File: config.mk
export PLATFORM = sky130hd
export DESIGN_NAME = video_stream_deframer
export DESIGN_NICKNAME = d
export VERILOG_FILES = /design/src/hdl/vsd_pkg.sv /design/src/hdl/video_stream_deframer.sv /design/src/hdl/vsd_front.sv /design/src/hdl/vsd_queue.sv /design/src/hdl/vsd_back.sv
export SDC_FILE = /design/constraint.sdc
export NUM_CORES = 1
export LEC_CHECK = 0
export BUFFER_PORTS_ARGS = -buffer_cell sky130_fd_sc_hd__buf_2
export CORE_MARGIN = 3
export CORE_UTILIZATION = 41
export CTS_CLUSTER_SIZE = 40
export DETAILED_ROUTE_END_ITERATION = 6
export HOLD_SLACK_MARGIN = 0.1
export SYNTH_ARGS = -nofsm -noshare
export SYNTH_HDL_FRONTEND = slang
export SYNTH_SLANG_ARGS = --single-unit
File: constraint.sdc
create_clock -name clock -period 13.87 [get_ports clock]
set_input_delay 2.774 -clock clock [delete_from_list [all_inputs] [get_ports clock]]
set_output_delay 2.774 -clock clock [all_outputs]
set_load 0.05 [all_outputs]
File: src/hdl/vsd_pkg.sv
// Shared types and constants of the video stream deframer.
`default_nettype none

package vsd_pkg;

   // Length of the device name that opens the channel, in words.
   localparam logic [6:0] NAME_BYTES   = 7'd64;
   // Length of the stream header and of each frame header, in words.
   localparam logic [6:0] HEADER_BYTES = 7'd12;

   // Depth of the queue between the parser and the result register.
   localparam int unsigned QUEUE_DEPTH = 4;
   localparam int unsigned QUEUE_AW    = $clog2(QUEUE_DEPTH);
   localparam int unsigned QUEUE_CW    = $clog2(QUEUE_DEPTH + 1);

   typedef enum logic [1:0] {
      STAGE_NAME    = 2'd0,
      STAGE_STREAM  = 2'd1,
      STAGE_FRAME   = 2'd2,
      STAGE_PAYLOAD = 2'd3
   } vsd_stage_type;

   typedef enum logic [1:0] {
      KIND_RESOLUTION = 2'd0,
      KIND_PAYLOAD    = 2'd1,
      KIND_EMPTY      = 2'd2
   } vsd_kind_type;

   typedef struct packed {
      vsd_kind_type kind;
      logic [31:0]  width;
      logic [31:0]  height;
      logic [61:0]  timestamp;
      logic         is_config;
      logic         prepend_config;
      logic [7:0]   data_byte;
      logic         packet_first;
      logic         packet_last;
   } vsd_rsp_type;

endpackage : vsd_pkg

`default_nettype wire

File: src/hdl/video_stream_deframer.sv
// Top level of the video stream deframer.
`default_nettype none

// Takes the video channel one word (byte) per cycle, skips the device name,
// reports the stream resolution once, then splits each frame into its
// payload words, tagged with timestamp, config and first/last flags; a zero
// size packet gives one empty-packet word. A media packet that follows a
// non-empty config packet carries prepend_config, and the consumer joins the
// two. Sustained rate is one input word per cycle while req_full is low. When
// the queue is empty and the result register is free or being popped, an
// accepted word's result is on the rsp_ ports once the parser's record has
// been written into a four-entry queue and then loaded into the result
// register. req_full rises only when that queue is full, so the input keeps
// flowing while a result waits for rsp_pop.
module video_stream_deframer (
   input  wire logic        clock,
   input  wire logic        reset,
   input  wire logic        req_push,
   output logic             req_full,
   input  wire logic [7:0]  req_stream_byte,
   output logic             rsp_empty,
   input  wire logic        rsp_pop,
   output logic [1:0]       rsp_kind,
   output logic [31:0]      rsp_width,
   output logic [31:0]      rsp_height,
   output logic [61:0]      rsp_timestamp,
   output logic             rsp_is_config,
   output logic             rsp_prepend_config,
   output logic [7:0]       rsp_data_byte,
   output logic             rsp_packet_first,
   output logic             rsp_packet_last
);
   import vsd_pkg::*;

   logic        accept;
   logic        rec_push;
   vsd_rsp_type rec;
   logic        q_full;
   logic        q_valid;
   logic        q_pop;
   vsd_rsp_type q_rec;
   vsd_rsp_type out_rec;

   assign req_full = q_full;
   assign accept   = req_push && !q_full;

   vsd_front u_front (
      .clock       (clock),
      .reset       (reset),
      .accept      (accept),
      .stream_byte (req_stream_byte),
      .rec_push    (rec_push),
      .rec         (rec)
   );

   vsd_queue u_queue (
      .clock    (clock),
      .reset    (reset),
      .push     (rec_push),
      .push_rec (rec),
      .full     (q_full),
      .pop      (q_pop),
      .valid    (q_valid),
      .head_rec (q_rec)
   );

   vsd_back u_back (
      .clock   (clock),
      .reset   (reset),
      .q_valid (q_valid),
      .q_rec   (q_rec),
      .q_pop   (q_pop),
      .pop     (rsp_pop),
      .empty   (rsp_empty),
      .out_rec (out_rec)
   );

   assign rsp_kind           = out_rec.kind;
   assign rsp_width          = out_rec.width;
   assign rsp_height         = out_rec.height;
   assign rsp_timestamp      = out_rec.timestamp;
   assign rsp_is_config      = out_rec.is_config;
   assign rsp_prepend_config = out_rec.prepend_config;
   assign rsp_data_byte      = out_rec.data_byte;
   assign rsp_packet_first   = out_rec.packet_first;
   assign rsp_packet_last    = out_rec.packet_last;

endmodule : video_stream_deframer

`default_nettype wire

File: src/hdl/vsd_front.sv
// Parser that takes channel words and turns them into result records.
`default_nettype none

module vsd_front (
   input  wire logic                clock,
   input  wire logic                reset,
   input  wire logic                accept,
   input  wire logic [7:0]          stream_byte,
   output logic                     rec_push,
   output vsd_pkg::vsd_rsp_type     rec
);
   import vsd_pkg::*;

   vsd_stage_type stage_ff, stage_in;
   logic [6:0]    count_ff, count_in;
   logic [63:0]   high_ff, high_in;
   logic [31:0]   low_ff, low_in;
   logic [31:0]   left_ff, left_in;
   logic          pend_ff, pend_in;
   logic          cfg_ff, cfg_in;

   logic [6:0]    cnt_inc;
   logic [63:0]   shift_high;
   logic [31:0]   shift_low;
   logic          name_done;
   logic          hdr_done;
   logic          size_zero;
   logic          pay_last;
   logic          cfg_new;
   logic          pend_new;

   assign cnt_inc    = count_ff + 7'd1;
   assign shift_high = {high_ff[55:0], low_ff[31:24]};
   assign shift_low  = {low_ff[23:0], stream_byte};
   assign name_done  = (cnt_inc >= NAME_BYTES);
   assign hdr_done   = (cnt_inc >= HEADER_BYTES);
   assign size_zero  = (shift_low == 32'd0);
   assign pay_last   = (left_ff <= 32'd1);
   assign cfg_new    = shift_high[63];
   assign pend_new   = cfg_new ? !size_zero : pend_ff;

   // Next parse stage.
   always_comb begin
      stage_in = stage_ff;
      if (accept) begin
         unique case (stage_ff)
            STAGE_NAME: begin
               if (name_done) stage_in = STAGE_STREAM;
            end
            STAGE_STREAM: begin
               if (hdr_done) stage_in = STAGE_FRAME;
            end
            STAGE_FRAME: begin
               if (hdr_done && !size_zero) stage_in = STAGE_PAYLOAD;
            end
            STAGE_PAYLOAD: begin
               if (pay_last) stage_in = STAGE_FRAME;
            end
            default: stage_in = STAGE_NAME;
         endcase
      end
   end

   // Header shifting, packet bookkeeping and the record for each result.
   always_comb begin
      count_in = count_ff;
      high_in  = high_ff;
      low_in   = low_ff;
      left_in  = left_ff;
      pend_in  = pend_ff;
      cfg_in   = cfg_ff;
      rec_push = 1'b0;
      rec      = '0;
      if (accept) begin
         unique case (stage_ff)
            STAGE_NAME: begin
               count_in = name_done ? 7'd0 : cnt_inc;
            end
            STAGE_STREAM, STAGE_FRAME: begin
               high_in  = shift_high;
               low_in   = shift_low;
               count_in = hdr_done ? 7'd0 : cnt_inc;
               if (hdr_done) begin
                  if (stage_ff == STAGE_STREAM) begin
                     rec_push   = 1'b1;
                     rec.kind   = KIND_RESOLUTION;
                     rec.width  = shift_high[31:0];
                     rec.height = shift_low;
                  end else begin
                     cfg_in = cfg_new;
                     if (size_zero) begin
                        rec_push           = 1'b1;
                        rec.kind           = KIND_EMPTY;
                        rec.timestamp      = shift_high[61:0];
                        rec.is_config      = cfg_new;
                        rec.prepend_config = pend_new && !cfg_new;
                        rec.packet_first   = 1'b1;
                        rec.packet_last    = 1'b1;
                        pend_in            = cfg_new ? pend_new : 1'b0;
                     end else begin
                        pend_in = pend_new;
                        left_in = shift_low;
                     end
                  end
               end
            end
            STAGE_PAYLOAD: begin
               rec_push           = 1'b1;
               rec.kind           = KIND_PAYLOAD;
               rec.timestamp      = high_ff[61:0];
               rec.is_config      = cfg_ff;
               rec.prepend_config = pend_ff && !cfg_ff;
               rec.data_byte      = stream_byte;
               rec.packet_first   = (left_ff == low_ff);
               rec.packet_last    = pay_last;
               left_in            = left_ff - 32'd1;
               if (pay_last) begin
                  left_in  = 32'd0;
                  count_in = 7'd0;
                  if (!cfg_ff) pend_in = 1'b0;
               end
            end
            default: begin
               count_in = count_ff;
            end
         endcase
      end
   end

   always_ff @(posedge clock) begin
      if (reset) begin
         stage_ff <= STAGE_NAME;
         count_ff <= 7'd0;
         high_ff  <= 64'd0;
         low_ff   <= 32'd0;
         left_ff  <= 32'd0;
         pend_ff  <= 1'b0;
         cfg_ff   <= 1'b0;
      end else begin
         stage_ff <= stage_in;
         count_ff <= count_in;
         high_ff  <= high_in;
         low_ff   <= low_in;
         left_ff  <= left_in;
         pend_ff  <= pend_in;
         cfg_ff   <= cfg_in;
      end
   end

endmodule : vsd_front

`default_nettype wire

File: src/hdl/vsd_queue.sv
// Short queue of result records between the parser and the result register.
`default_nettype none

module vsd_queue (
   input  wire logic                  clock,
   input  wire logic                  reset,
   input  wire logic                  push,
   input  wire vsd_pkg::vsd_rsp_type  push_rec,
   output logic                       full,
   input  wire logic                  pop,
   output logic                       valid,
   output vsd_pkg::vsd_rsp_type       head_rec
);
   import vsd_pkg::*;

   vsd_rsp_type              entry_ff [QUEUE_DEPTH];
   logic [QUEUE_AW-1:0]      wr_ptr_ff, wr_ptr_in;
   logic [QUEUE_AW-1:0]      rd_ptr_ff, rd_ptr_in;
   logic [QUEUE_CW-1:0]      count_ff, count_in;
   logic                     do_push;
   logic                     do_pop;

   assign full     = (count_ff == QUEUE_CW'(QUEUE_DEPTH));
   assign valid    = (count_ff != '0);
   assign head_rec = entry_ff[rd_ptr_ff];
   assign do_push  = push && !full;
   assign do_pop   = pop && valid;

   always_comb begin
      wr_ptr_in = wr_ptr_ff;
      rd_ptr_in = rd_ptr_ff;
      count_in  = count_ff;
      if (do_push) begin
         wr_ptr_in = (wr_ptr_ff == QUEUE_AW'(QUEUE_DEPTH - 1)) ? '0 : wr_ptr_ff + 1'b1;
      end
      if (do_pop) begin
         rd_ptr_in = (rd_ptr_ff == QUEUE_AW'(QUEUE_DEPTH - 1)) ? '0 : rd_ptr_ff + 1'b1;
      end
      if (do_push && !do_pop) begin
         count_in = count_ff + 1'b1;
      end else if (do_pop && !do_push) begin
         count_in = count_ff - 1'b1;
      end
   end

   always_ff @(posedge clock) begin
      if (reset) begin
         wr_ptr_ff <= '0;
         rd_ptr_ff <= '0;
         count_ff  <= '0;
      end else begin
         wr_ptr_ff <= wr_ptr_in;
         rd_ptr_ff <= rd_ptr_in;
         count_ff  <= count_in;
      end
   end

   always_ff @(posedge clock) begin
      if (do_push) begin
         entry_ff[wr_ptr_ff] <= push_rec;
      end
   end

endmodule : vsd_queue

`default_nettype wire

File: src/hdl/vsd_back.sv
// Result register that presents the oldest record to the consumer.
`default_nettype none

module vsd_back (
   input  wire logic                  clock,
   input  wire logic                  reset,
   input  wire logic                  q_valid,
   input  wire vsd_pkg::vsd_rsp_type  q_rec,
   output logic                       q_pop,
   input  wire logic                  pop,
   output logic                       empty,
   output vsd_pkg::vsd_rsp_type       out_rec
);
   import vsd_pkg::*;

   logic        valid_ff, valid_in;
   vsd_rsp_type rec_ff;

   // The register loads a queued record whenever it is free or being popped.
   assign q_pop    = q_valid && (!valid_ff || pop);
   assign valid_in = q_pop ? 1'b1 : (valid_ff && !pop);
   assign empty    = !valid_ff;
   assign out_rec  = rec_ff;

   always_ff @(posedge clock) begin
      if (reset) begin
         valid_ff <= 1'b0;
      end else begin
         valid_ff <= valid_in;
      end
   end

   always_ff @(posedge clock) begin
      if (q_pop) begin
         rec_ff <= q_rec;
      end
   end

endmodule : vsd_back

`default_nettype wire
==> results of run 1 <==
[path summary, 6_finish.rpt]
check / startpoint / end / slack, ns / cells after the start
max: req_stream_byte[2] / u_queue.entry_ff[0][34] / 7.36 / 9
min: u_front.high_ff[57] / u_front.high_ff[57] / 0.46 / 2
max reg2reg: u_front.count_ff[0] / u_queue.entry_ff[0][34] / 8.88 / 9
min reg2reg: u_front.high_ff[57] / u_front.high_ff[57] / 0.46 / 2
[report_power, final]
group / total (mW) / switching [mW] / internal, mW
logic: 1.51 / 1.17 / 0.334
clock network: 2.30 / 0.959 / 1.34
registers: 3.16 / 0.134 / 3.03
[cell usage after synthesis (all sizes together), types with 17 or more instances]
cell    number  area (sq um)
a21oi      148           741
a22o        65           569
and2        79           494
buf         37           156
clkbuf      85           323
dfxtp      145          2900
edfxtp     700         21000
inv         17          63.8
mux4       140          3150
nand2      230           863
nor2        55           206
nor2b       17           106
nor4        31           228
o21ai       50           250
xnor2       32           280
[area by class of cell]
cell class	count	area, sq um	share of cell area [%]
Sequential cell	845	23900	64.3
Multi-Input combinational cell	996	8130	21.8
Clock buffer	126	2480	6.65
Tap cell	1040	1300	3.49
Timing Repair Buffer	177	948	2.55
Clock inverter	42	378	1.01
Inverter	18	67.6	0.181
[per-layer routing]
layer  wire length [um]  vias to the layer above  global-route usage [%]
met1              33400                     9244                    25.9
met4               1790                        4                    5.60
met5                 26                        -                       0
met2              36400                      696                    29.5
met3               5840                      125                    4.20
li1                   -                     7971                       -
[sequential cells by signal, indices dropped and copies added (netlist names)]
signal	cells
u_back.out_rec	140
u_back.valid_ff	1
u_front.cfg_ff	1
u_front.count_ff	7
u_front.high_ff	62
u_front.left_ff	32
u_front.low_ff	32
u_front.pend_ff	1
u_front.stage_ff	2
u_queue.count_ff	3
u_queue.entry_ff	560
u_queue.rd_ptr_ff	2
u_queue.wr_ptr_ff	2
[metrics by stage]
| stage | power [mW] | util, % | std cells |
|---|---|---|---|
| 3_5_place_dp | 4.76 | 44.0 | 3076 |
| 4_1_cts | 7.07 | 47.7 | 3244 |
| 2_1_floorplan | 4.39 | - | 1981 |
| 6_report | 6.97 | 47.7 | 3244 |
| 5_1_grt | 7.22 | 47.7 | 3244 |
| 3_3_place_gp | 4.75 | 44.0 | 3076 |
[worst reg2reg max path, cell delays in order, from the launching register on]
cell and delay [ns]:
dfxtp_1 0.40, ha_1 0.32, mux2i_1 0.11, o21a_1 0.22, o311ai_0 0.75, o211ai_1 0.26
nand2_1 0.27, and2_4 0.66, buf_4 0.82, buf_4 0.78
[kinds of logic (layout without fill, tap and decap cells)]
| logic type | after synthesis | in the layout | share of synthesized area (%) |
|---|---|---|---|
| multiplexers | 145 | 145 | 9.85 |
| adder cells (fa/ha/maj) | 15 | 15 | 0.600 |
| AO/OA/AOI/OAI | 305 | 305 | 5.92 |
| flip-flops | 845 | 845 | 73.5 |
| AND/OR/NAND/NOR | 497 | 497 | 7.54 |
| XOR/XNOR | 34 | 34 | 0.915 |
| buffers and inverters | 140 | 363 | 1.68 |
==> metrics.yaml, run 1 <==
clocking:
  htree_levels: 3
  root_buffer: "clkbuf_16"
  cts_buffer_depth: 3
  clkSlewWorstSetupHoldPaths_ns: 0.06
  ctsHoldBuffers: 0
  cts.sinks: 845
  cts_resized: 0
  post_cts.repair.setup_buffers: 0
  insertion_delay_ns: 0.64
  cts_buffers: 89
  cts_tree: "done"
routing:
  viasPerCell: 5.56
  routed_wl_um: 77400
  drtIter0Drc: 1629
  drc_errors: 0
  firstDrtPassIters: 7
  wl_per_cell_um: 23.9
  vias: 18000
  ant_nets: 0
cells_and_area:
  n_antenna_cell: 0
  fillers: 6654
  layout_commonest_cell: "edfxtp_1"
  stdcell_area_sq_um: 37200
  area_growth_pct: 14.4
  layout_common_cells: "700 x edfxtp_1, 230 x nand2_1, 152 x buf_2, 147 x a21oi_1, 143 x dfxtp_1"
  drive_above_1_share_pct: 21.3
  nets: 2154
worst_setup_path:
  critPathKind: "input pin to register"
  cp_slowest_cell: "buf_4"
  max_stage_delay_ns: 0.79
  crit_arrival_ns: 6.77
  cp_top_family: "simple AND/OR/NAND/NOR gates"
  path_max_fanout: 56
  start_kind: "input pin"
  cp-end-kind: "register"
  cp_num_buf_inv: 3
  cp.required_ns: 14.12
  crit_chain: "buf_2 -> nor4_1 -> nand2_1 -> nor4_1 -> o211ai_1 -> nand2_1 -> and2_4 -> buf_4 -> buf_4"
outcome:
  status: "complete, no violations"
yosys:
  synth_cell_types: 65
  avgSynthCellArea_sq_um: 16.4
  syn_area_sq_um: 32500
  synth-edff-count: 700
  synth_seq_cells: 845
  synth_nets: 2008
  synth_seq_area_share_pct: 73.5
  synthArstFlopShare_pct: 0
  ys_warn_count: 0
  postSynthCellCount: 1981
  synth_flop_cell: "edfxtp_1"
place:
  place_hpwl_um: 46500
  pre_cts_ws_ns: 6.71
  place_area_sq_um: 34400
  place.gp.congestion: 0.866
  portBuffers: 153
floorplanning:
  io_pins: 154
  num_rows: 102
  chipHeight_um: 288
  die_area_sq_um: 82800
  start_util_pct: 41.7
  dieWidth_um: 288
  core-area_sq_um: 78100
global_route:
  first_global_vias: 17900
  grt_util_all_layers_pct: 18.7
  antenna_found_initial: 13
  grt_overflow: 0
  grt_max_degree: 80
  grt_pass1_wl_um: 116000
timing:
  worst_pin_slew_ns: 1.27
  slew_headroom_pct: 14.5
  finalSetupViolCount: 0
  drv_slew: 0
  whs_ns: 0.456
  rsz0062_at_grt: "no"
  setup_slack_ns: 7.36
  fin_setup_tns_ns: 0
  finalCriticalPeriod_ns: 6.51
  finalHoldViolations: 0
  skew_ns: 0.0248
  fin_crit_sh_pct: 47.0
  fmax_mhz: 154
power_and_ir_drop:
  power_density_nw_per_um2: 187
  ir_drop_mv: 0.113
  leakage_nw: 13.1
hold_path:
  min_path_type: "register to register"
run:
  max-cap-violations: 0
(Power assumes the default switching activity.)
==> run 2: changes to the inputs <==
==> constraint.sdc (replaced) <==
create_clock -name clock -period 5.8 [get_ports clock]
set_input_delay 1.16 -clock clock [delete_from_list [all_inputs] [get_ports clock]]
set_output_delay 1.16 -clock clock [all_outputs]
set_load 0.05 [all_outputs]
==> run 2 against run 1 <==
Register-to-register slack got worse by 6.8 ns. Cell count about the same. Hold slack lost 0.0027 ns. Worst setup slack lost 5.3 ns. Count of clock-buffer cells in the layout decreased by 7. First-iteration DRC count is 8.0% lower. Via count decreased by 1.3%. Critical endpoint is now u_queue.entry_ff[3][93]. Final area up 0.42%. Largest power group unchanged.
==> metrics.yaml, run 2 (synthesis gave the netlist of run 1 again) <==
routing:
  ant_nets: 0
  viasPerCell: 5.49
  vias: 17800
  drtIter0Drc: 1498
  drc_errors: 0
  routed_wl_um: 74400
  wl_per_cell_um: 22.9
  firstDrtPassIters: 7
worst_setup_path:
  worstRegToRegCells: 8
  cp.required_ns: 6.08
  crit_arrival_ns: 4.04
  cp_num_buf_inv: 1
  path_max_fanout: 51
  max_stage_delay_ns: 0.71
  cp-end-kind: "register"
  critPathKind: "register to register"
  cp-startpoint: "u_front.count_ff[0]"
  reg2reg_slack_ns: 2.04
  cp_slowest_cell: "o311ai_0"
  reg2reg_from: "u_front.count_ff[0]"
  crit_chain: "ha_1 -> mux2i_1 -> o21a_1 -> o311ai_0 -> o211ai_1 -> nand2_1 -> and2_4 -> buf_12"
  start_kind: "register"
  r2r-end: "u_queue.entry_ff[3][93]"
  cp_top_family: "compound AO/OA/AOI/OAI gates"
timing:
  whs_ns: 0.453
  fin_setup_tns_ns: 0
  finalCriticalPeriod_ns: 3.76
  drv_slew: 0
  skew_ns: 0.0313
  fmax_mhz: 266
  slew_headroom_pct: 16.6
  worst_pin_slew_ns: 1.25
  fin_crit_sh_pct: 64.9
  finalSetupViolCount: 0
  rsz0062_at_grt: "no"
  finalHoldViolations: 0
power_and_ir_drop:
  leakage_nw: 12.0
  ir_drop_mv: 0.412
  power_density_nw_per_um2: 453
global_route:
  grt_pass1_wl_um: 113000
  antenna_found_initial: 2
  first_global_vias: 18000
  grt_overflow: 0
  grt_util_all_layers_pct: 18.0
  grt_max_degree: 112
clocking:
  cts_buffer_depth: 3
  cts_tree: "done"
  cts_buffers: 88
  post_cts.repair.setup_buffers: 0
  clkSlewWorstSetupHoldPaths_ns: 0.06
  htree_levels: 3
  root_buffer: "clkbuf_16"
  ctsHoldBuffers: 0
  insertion_delay_ns: 0.65
  cts_resized: 0
  cts.sinks: 845
place:
  place_hpwl_um: 43900
  place.gp.congestion: 0.855
  portBuffers: 153
floorplanning:
  num_rows: 102
  chipHeight_um: 288
  start_util_pct: 41.7
  io_pins: 154
  die_area_sq_um: 82800
  dieWidth_um: 288
  core-area_sq_um: 78100
run:
  max-cap-violations: 0
cells_and_area:
  n_antenna_cell: 0
  drive_above_1_share_pct: 21.5
  layout_common_cells: "700 x edfxtp_1, 230 x nand2_1, 152 x buf_2, 147 x a21oi_1, 143 x dfxtp_1"
  nets: 2158
  largest-register: "u_queue.entry_ff"
  utilization_pct: 47.9
  largest_register_ffs: 560
  layout_commonest_cell: "edfxtp_1"
  area_growth_pct: 14.9
hold_path:
  min_path_type: "register to register"
  worstHoldStart: "u_front.high_ff[54]"
  min_to: "u_front.high_ff[54]"
  hold_path_depth: 2
outcome:
  status: "complete, no violations"
==> run 2: cell types whose count changed in the layout (fill, tap and decap cells not counted), sizes merged <==
cell / change
buf: +5
clkinv: -6
clkinvlp: +2
bufinv: +2
clkbuf: -7
inv: +3
==> run 2: worst max path at each step <==
stage / end / slack, ns / cells after the start
floorplan: u_queue.count_ff[2] / 0.83 / 9
global placement: u_queue.entry_ff[3][83] / 1.72 / 9
detailed placement: u_queue.entry_ff[3][83] / 1.73 / 9
CTS: u_queue.entry_ff[3][83] / 2.01 / 8
global route: u_queue.entry_ff[3][41] / 1.70 / 8
finish: u_queue.entry_ff[3][93] / 2.04 / 8
==> run 2: tightest hold or removal path: cells and delay by family, from the launching register on <==
family             cells  cell delay (ns)
DFF                    1             0.31
and+or+nand+nor        1             0.05
AOI/OAI and AO/OA      1             0.05
==> run 2: metal layers <==
layer | vias to the layer above | global-route usage [%] | share of wire [%]
met5 | - | 0 | 0
met3 | 93 | 3.37 | 6.3
li1 | 7980 | - | -
met1 | 9150 | 25.6 | 44
met2 | 575 | 28.8 | 48
met4 | 0 | 4.56 | 1.8
==> run 2: power by group <==
part	switching, mW	leakage, nW	total, mW	internal, mW
combinational	2.90	2.91	3.84	0.942
clock	2.28	1.38	5.52	3.23
sequential	0.289	7.67	7.59	7.30
total	5.48	12.0	17.0	11.5
==> run 2: through the flow <==
stage               setup slack (ns)  cell area [sq um]  power (mW)  cells
detailed placement              1.73              34600        11.7   3081
global placement                1.72              34600        11.7   3081
floorplan                      0.831              32600        10.6   1981
global route                    1.70              37400        17.6   3243
CTS                             2.01              37400        17.2   3243
finish                          2.04              37400        17.0   3243
==> run 2: layout make-up <==
type / count / area [sq um]
Fill cell: 6632 / 40700
Sequential cell: 845 / 23900
Multi-Input combinational cell: 996 / 8130
Clock buffer: 119 / 2400
Tap cell: 1040 / 1300
Timing Repair Buffer: 182 / 1120
Clock inverter: 43 / 434
Inverter: 18 / 67.6
==> run 3: changes to the inputs <==
==> constraint.sdc (replaced) <==
create_clock -name clock -period 3.16 [get_ports clock]
set_input_delay 0.632 -clock clock [delete_from_list [all_inputs] [get_ports clock]]
set_output_delay 0.632 -clock clock [all_outputs]
set_load 0.05 [all_outputs]
==> run 3 against run 2 <==
The run now ends with DRC left. Global-route usage rose by 0.30 points. Count of clock-buffer cells in the layout rose by 4. Combinational power rose by 98%. Hold slack got worse by 0.18 ns. Non-clock buffer count rose by 55. Sequential share of layout area fell by 1.1 points. Register-to-register slack got worse by 1.9 ns. Final area rose by 1.7%. Maximum frequency increased by 25%. Via count is 1.8% higher. Largest cell class unchanged. Highest routed layer unchanged.
==> metrics.yaml, run 3 (synthesis gave the netlist of run 1 again) <==
hold_path:
  min_path_type: "input pin to register"
  hold_path_depth: 3
  min_to: "u_front.low_ff[2]"
  worstHoldStart: "req_stream_byte[2]"
worst_setup_path:
  path_max_fanout: 7
  r2r-end: "u_queue.count_ff[2]"
  critPathMostFrequentCell: "or3_1"
  reg2reg_slack_ns: 0.14
  cp_slowest_cell: "or3_1"
  crit_arrival_ns: 3.57
  start_kind: "register"
  max_stage_delay_ns: 0.42
  cp.required_ns: 3.71
  critPathKind: "register to register"
  cp-end-kind: "register"
  crit_chain: "ha_4 -> nand3_1 -> or3_1 -> o311ai_1 -> buf_4 -> o211ai_1 -> nand2_1 -> ha_2 -> inv_2 -> fa_2 -> xor2_1 -> or3_1 -> a21oi_1"
  reg2reg_from: "u_front.count_ff[0]"
  worstRegToRegCells: 13
timing:
  setup_slack_ns: 0.145
  fin_setup_tns_ns: 0
  fin_crit_sh_pct: 95.4
  worst_pin_slew_ns: 1.17
  finalSetupViolCount: 0
  slew_headroom_pct: 22.2
  finalHoldViolations: 0
  skew_ns: 0.0300
  whs_ns: 0.277
  fmax_mhz: 332
  finalCriticalPeriod_ns: 3.02
  rsz0062_at_grt: "no"
  drv_slew: 0
cells_and_area:
  n_antenna_cell: 0
  area_growth_pct: 16.8
  stdcell_area_sq_um: 38000
  layout_common_cells: "700 x edfxtp_1, 230 x nand2_1, 152 x buf_2, 147 x a21oi_1, 143 x dfxtp_1"
  nets: 2214
  largest-register: "u_queue.entry_ff"
  largest_register_ffs: 560
  drive_above_1_share_pct: 24.0
  fillers: 6583
  layout_commonest_cell: "edfxtp_1"
global_route:
  grt_overflow: 0
  first_global_vias: 18100
  grt_max_degree: 142
  antenna_found_initial: 6
  grt_util_all_layers_pct: 18.3
  grt_pass1_wl_um: 115000
place:
  place_hpwl_um: 46200
  place_area_sq_um: 35200
  place.gp.congestion: 0.893
  portBuffers: 153
  pre_cts_ws_ns: 0.107
clocking:
  cts_buffers: 89
  cts.sinks: 845
  htree_levels: 3
  cts_tree: "done"
  cts_buffer_depth: 3
  insertion_delay_ns: 0.65
  root_buffer: "clkbuf_16"
  clkSlewWorstSetupHoldPaths_ns: 0.06
  post_cts.repair.setup_buffers: 0
routing:
  vias: 18100
  drtIter0Drc: 1808
  wl_per_cell_um: 22.9
  ant_nets: 0
  firstDrtPassIters: 7
  drc_errors: 4
  routed_wl_um: 75600
  viasPerCell: 5.49
power_and_ir_drop:
  ir_drop_mv: 0.935
  leakage_nw: 12.8
  p_total_mw: 31.6
  power_density_nw_per_um2: 831
floorplanning:
  start_util_pct: 41.7
  die_area_sq_um: 82800
  io_pins: 154
  dieWidth_um: 288
  core-area_sq_um: 78100
  chipHeight_um: 288
  num_rows: 102
run:
  max-cap-violations: 0
outcome:
  violations: "DRC"
  status: "finished, violations left"
[run 3: changes by cell type in the layout (fill, tap and decap cells not counted), sizes merged]
cell | before | now
clkinv | 26 | 30
inv | 23 | 21
clkinvlp | 5 | 4
buf | 182 | 237
bufinv | 7 | 4
clkbuf | 119 | 123
[run 3: worst max-delay path: cells and delay by family (launching register included)]
kind / cells / cell delay, ns
AO/OA/AOI/OAI: 3 / 0.42
flip-flops: 1 / 0.39
adder cells (fa/ha/maj): 3 / 0.74
buffers and inverters: 2 / 0.21
AND/OR/NAND/NOR: 4 / 1.02
XOR/XNOR: 1 / 0.17
[run 3: worst max-delay path by stage]
stage                        startpoint             endpoint  slack [ns]  cells past startpoint
floorplan                       rsp_pop  u_queue.count_ff[2]       -1.27                      9
global placement     req_stream_byte[0]  u_queue.count_ff[2]        0.06                     12
detailed placement   req_stream_byte[0]  u_queue.count_ff[2]        0.11                     12
CTS                 u_front.count_ff[1]  u_queue.count_ff[2]        0.11                     13
global route        u_front.count_ff[0]  u_queue.count_ff[2]        0.03                     13
finish              u_front.count_ff[0]  u_queue.count_ff[2]        0.14                     13
[run 3: where the power goes]
part,switching [mW],internal [mW],leakage [nW]
registers,0.492,13.5,8.01
logic,5.50,2.12,3.42
clock network,4.23,5.81,1.39
total,10.2,21.4,12.8
[run 3: repair_timing]
item | in CTS | in global routing
setup endpoints to repair | 0 | 1
resized for setup | 0 | 2
hold buffers | 0 | 0
[run 3: stage by stage]
stage / util, % / cells
floorplan: - / 1981
global placement: 45.0 / 3136
detailed placement: 45.0 / 3136
CTS: 48.7 / 3300
global route: 48.7 / 3300
finish: 48.7 / 3300
[run 3: cell type report]
class                           count  area (sq um)  area share (%)
Sequential cell                   845         23900            62.9
Multi-Input combinational cell    996          8160            21.5
Clock buffer                      123          2470            6.49
Timing Repair Buffer              237          1710            4.50
Tap cell                         1040          1300            3.42
Clock inverter                     41           368           0.968
Inverter                           18          80.1           0.211
[run 3: per-layer routing]
metal | vias up | GRT usage, % | wire, um | share of wire, %
li1 | 8113 | - | - | -
met3 | 137 | 3.89 | 5210 | 6.9
met1 | 9282 | 25.7 | 32500 | 43
met5 | - | 0 | 0 | 0
met4 | 0 | 5.38 | 2040 | 2.7
met2 | 594 | 29.0 | 35900 | 47
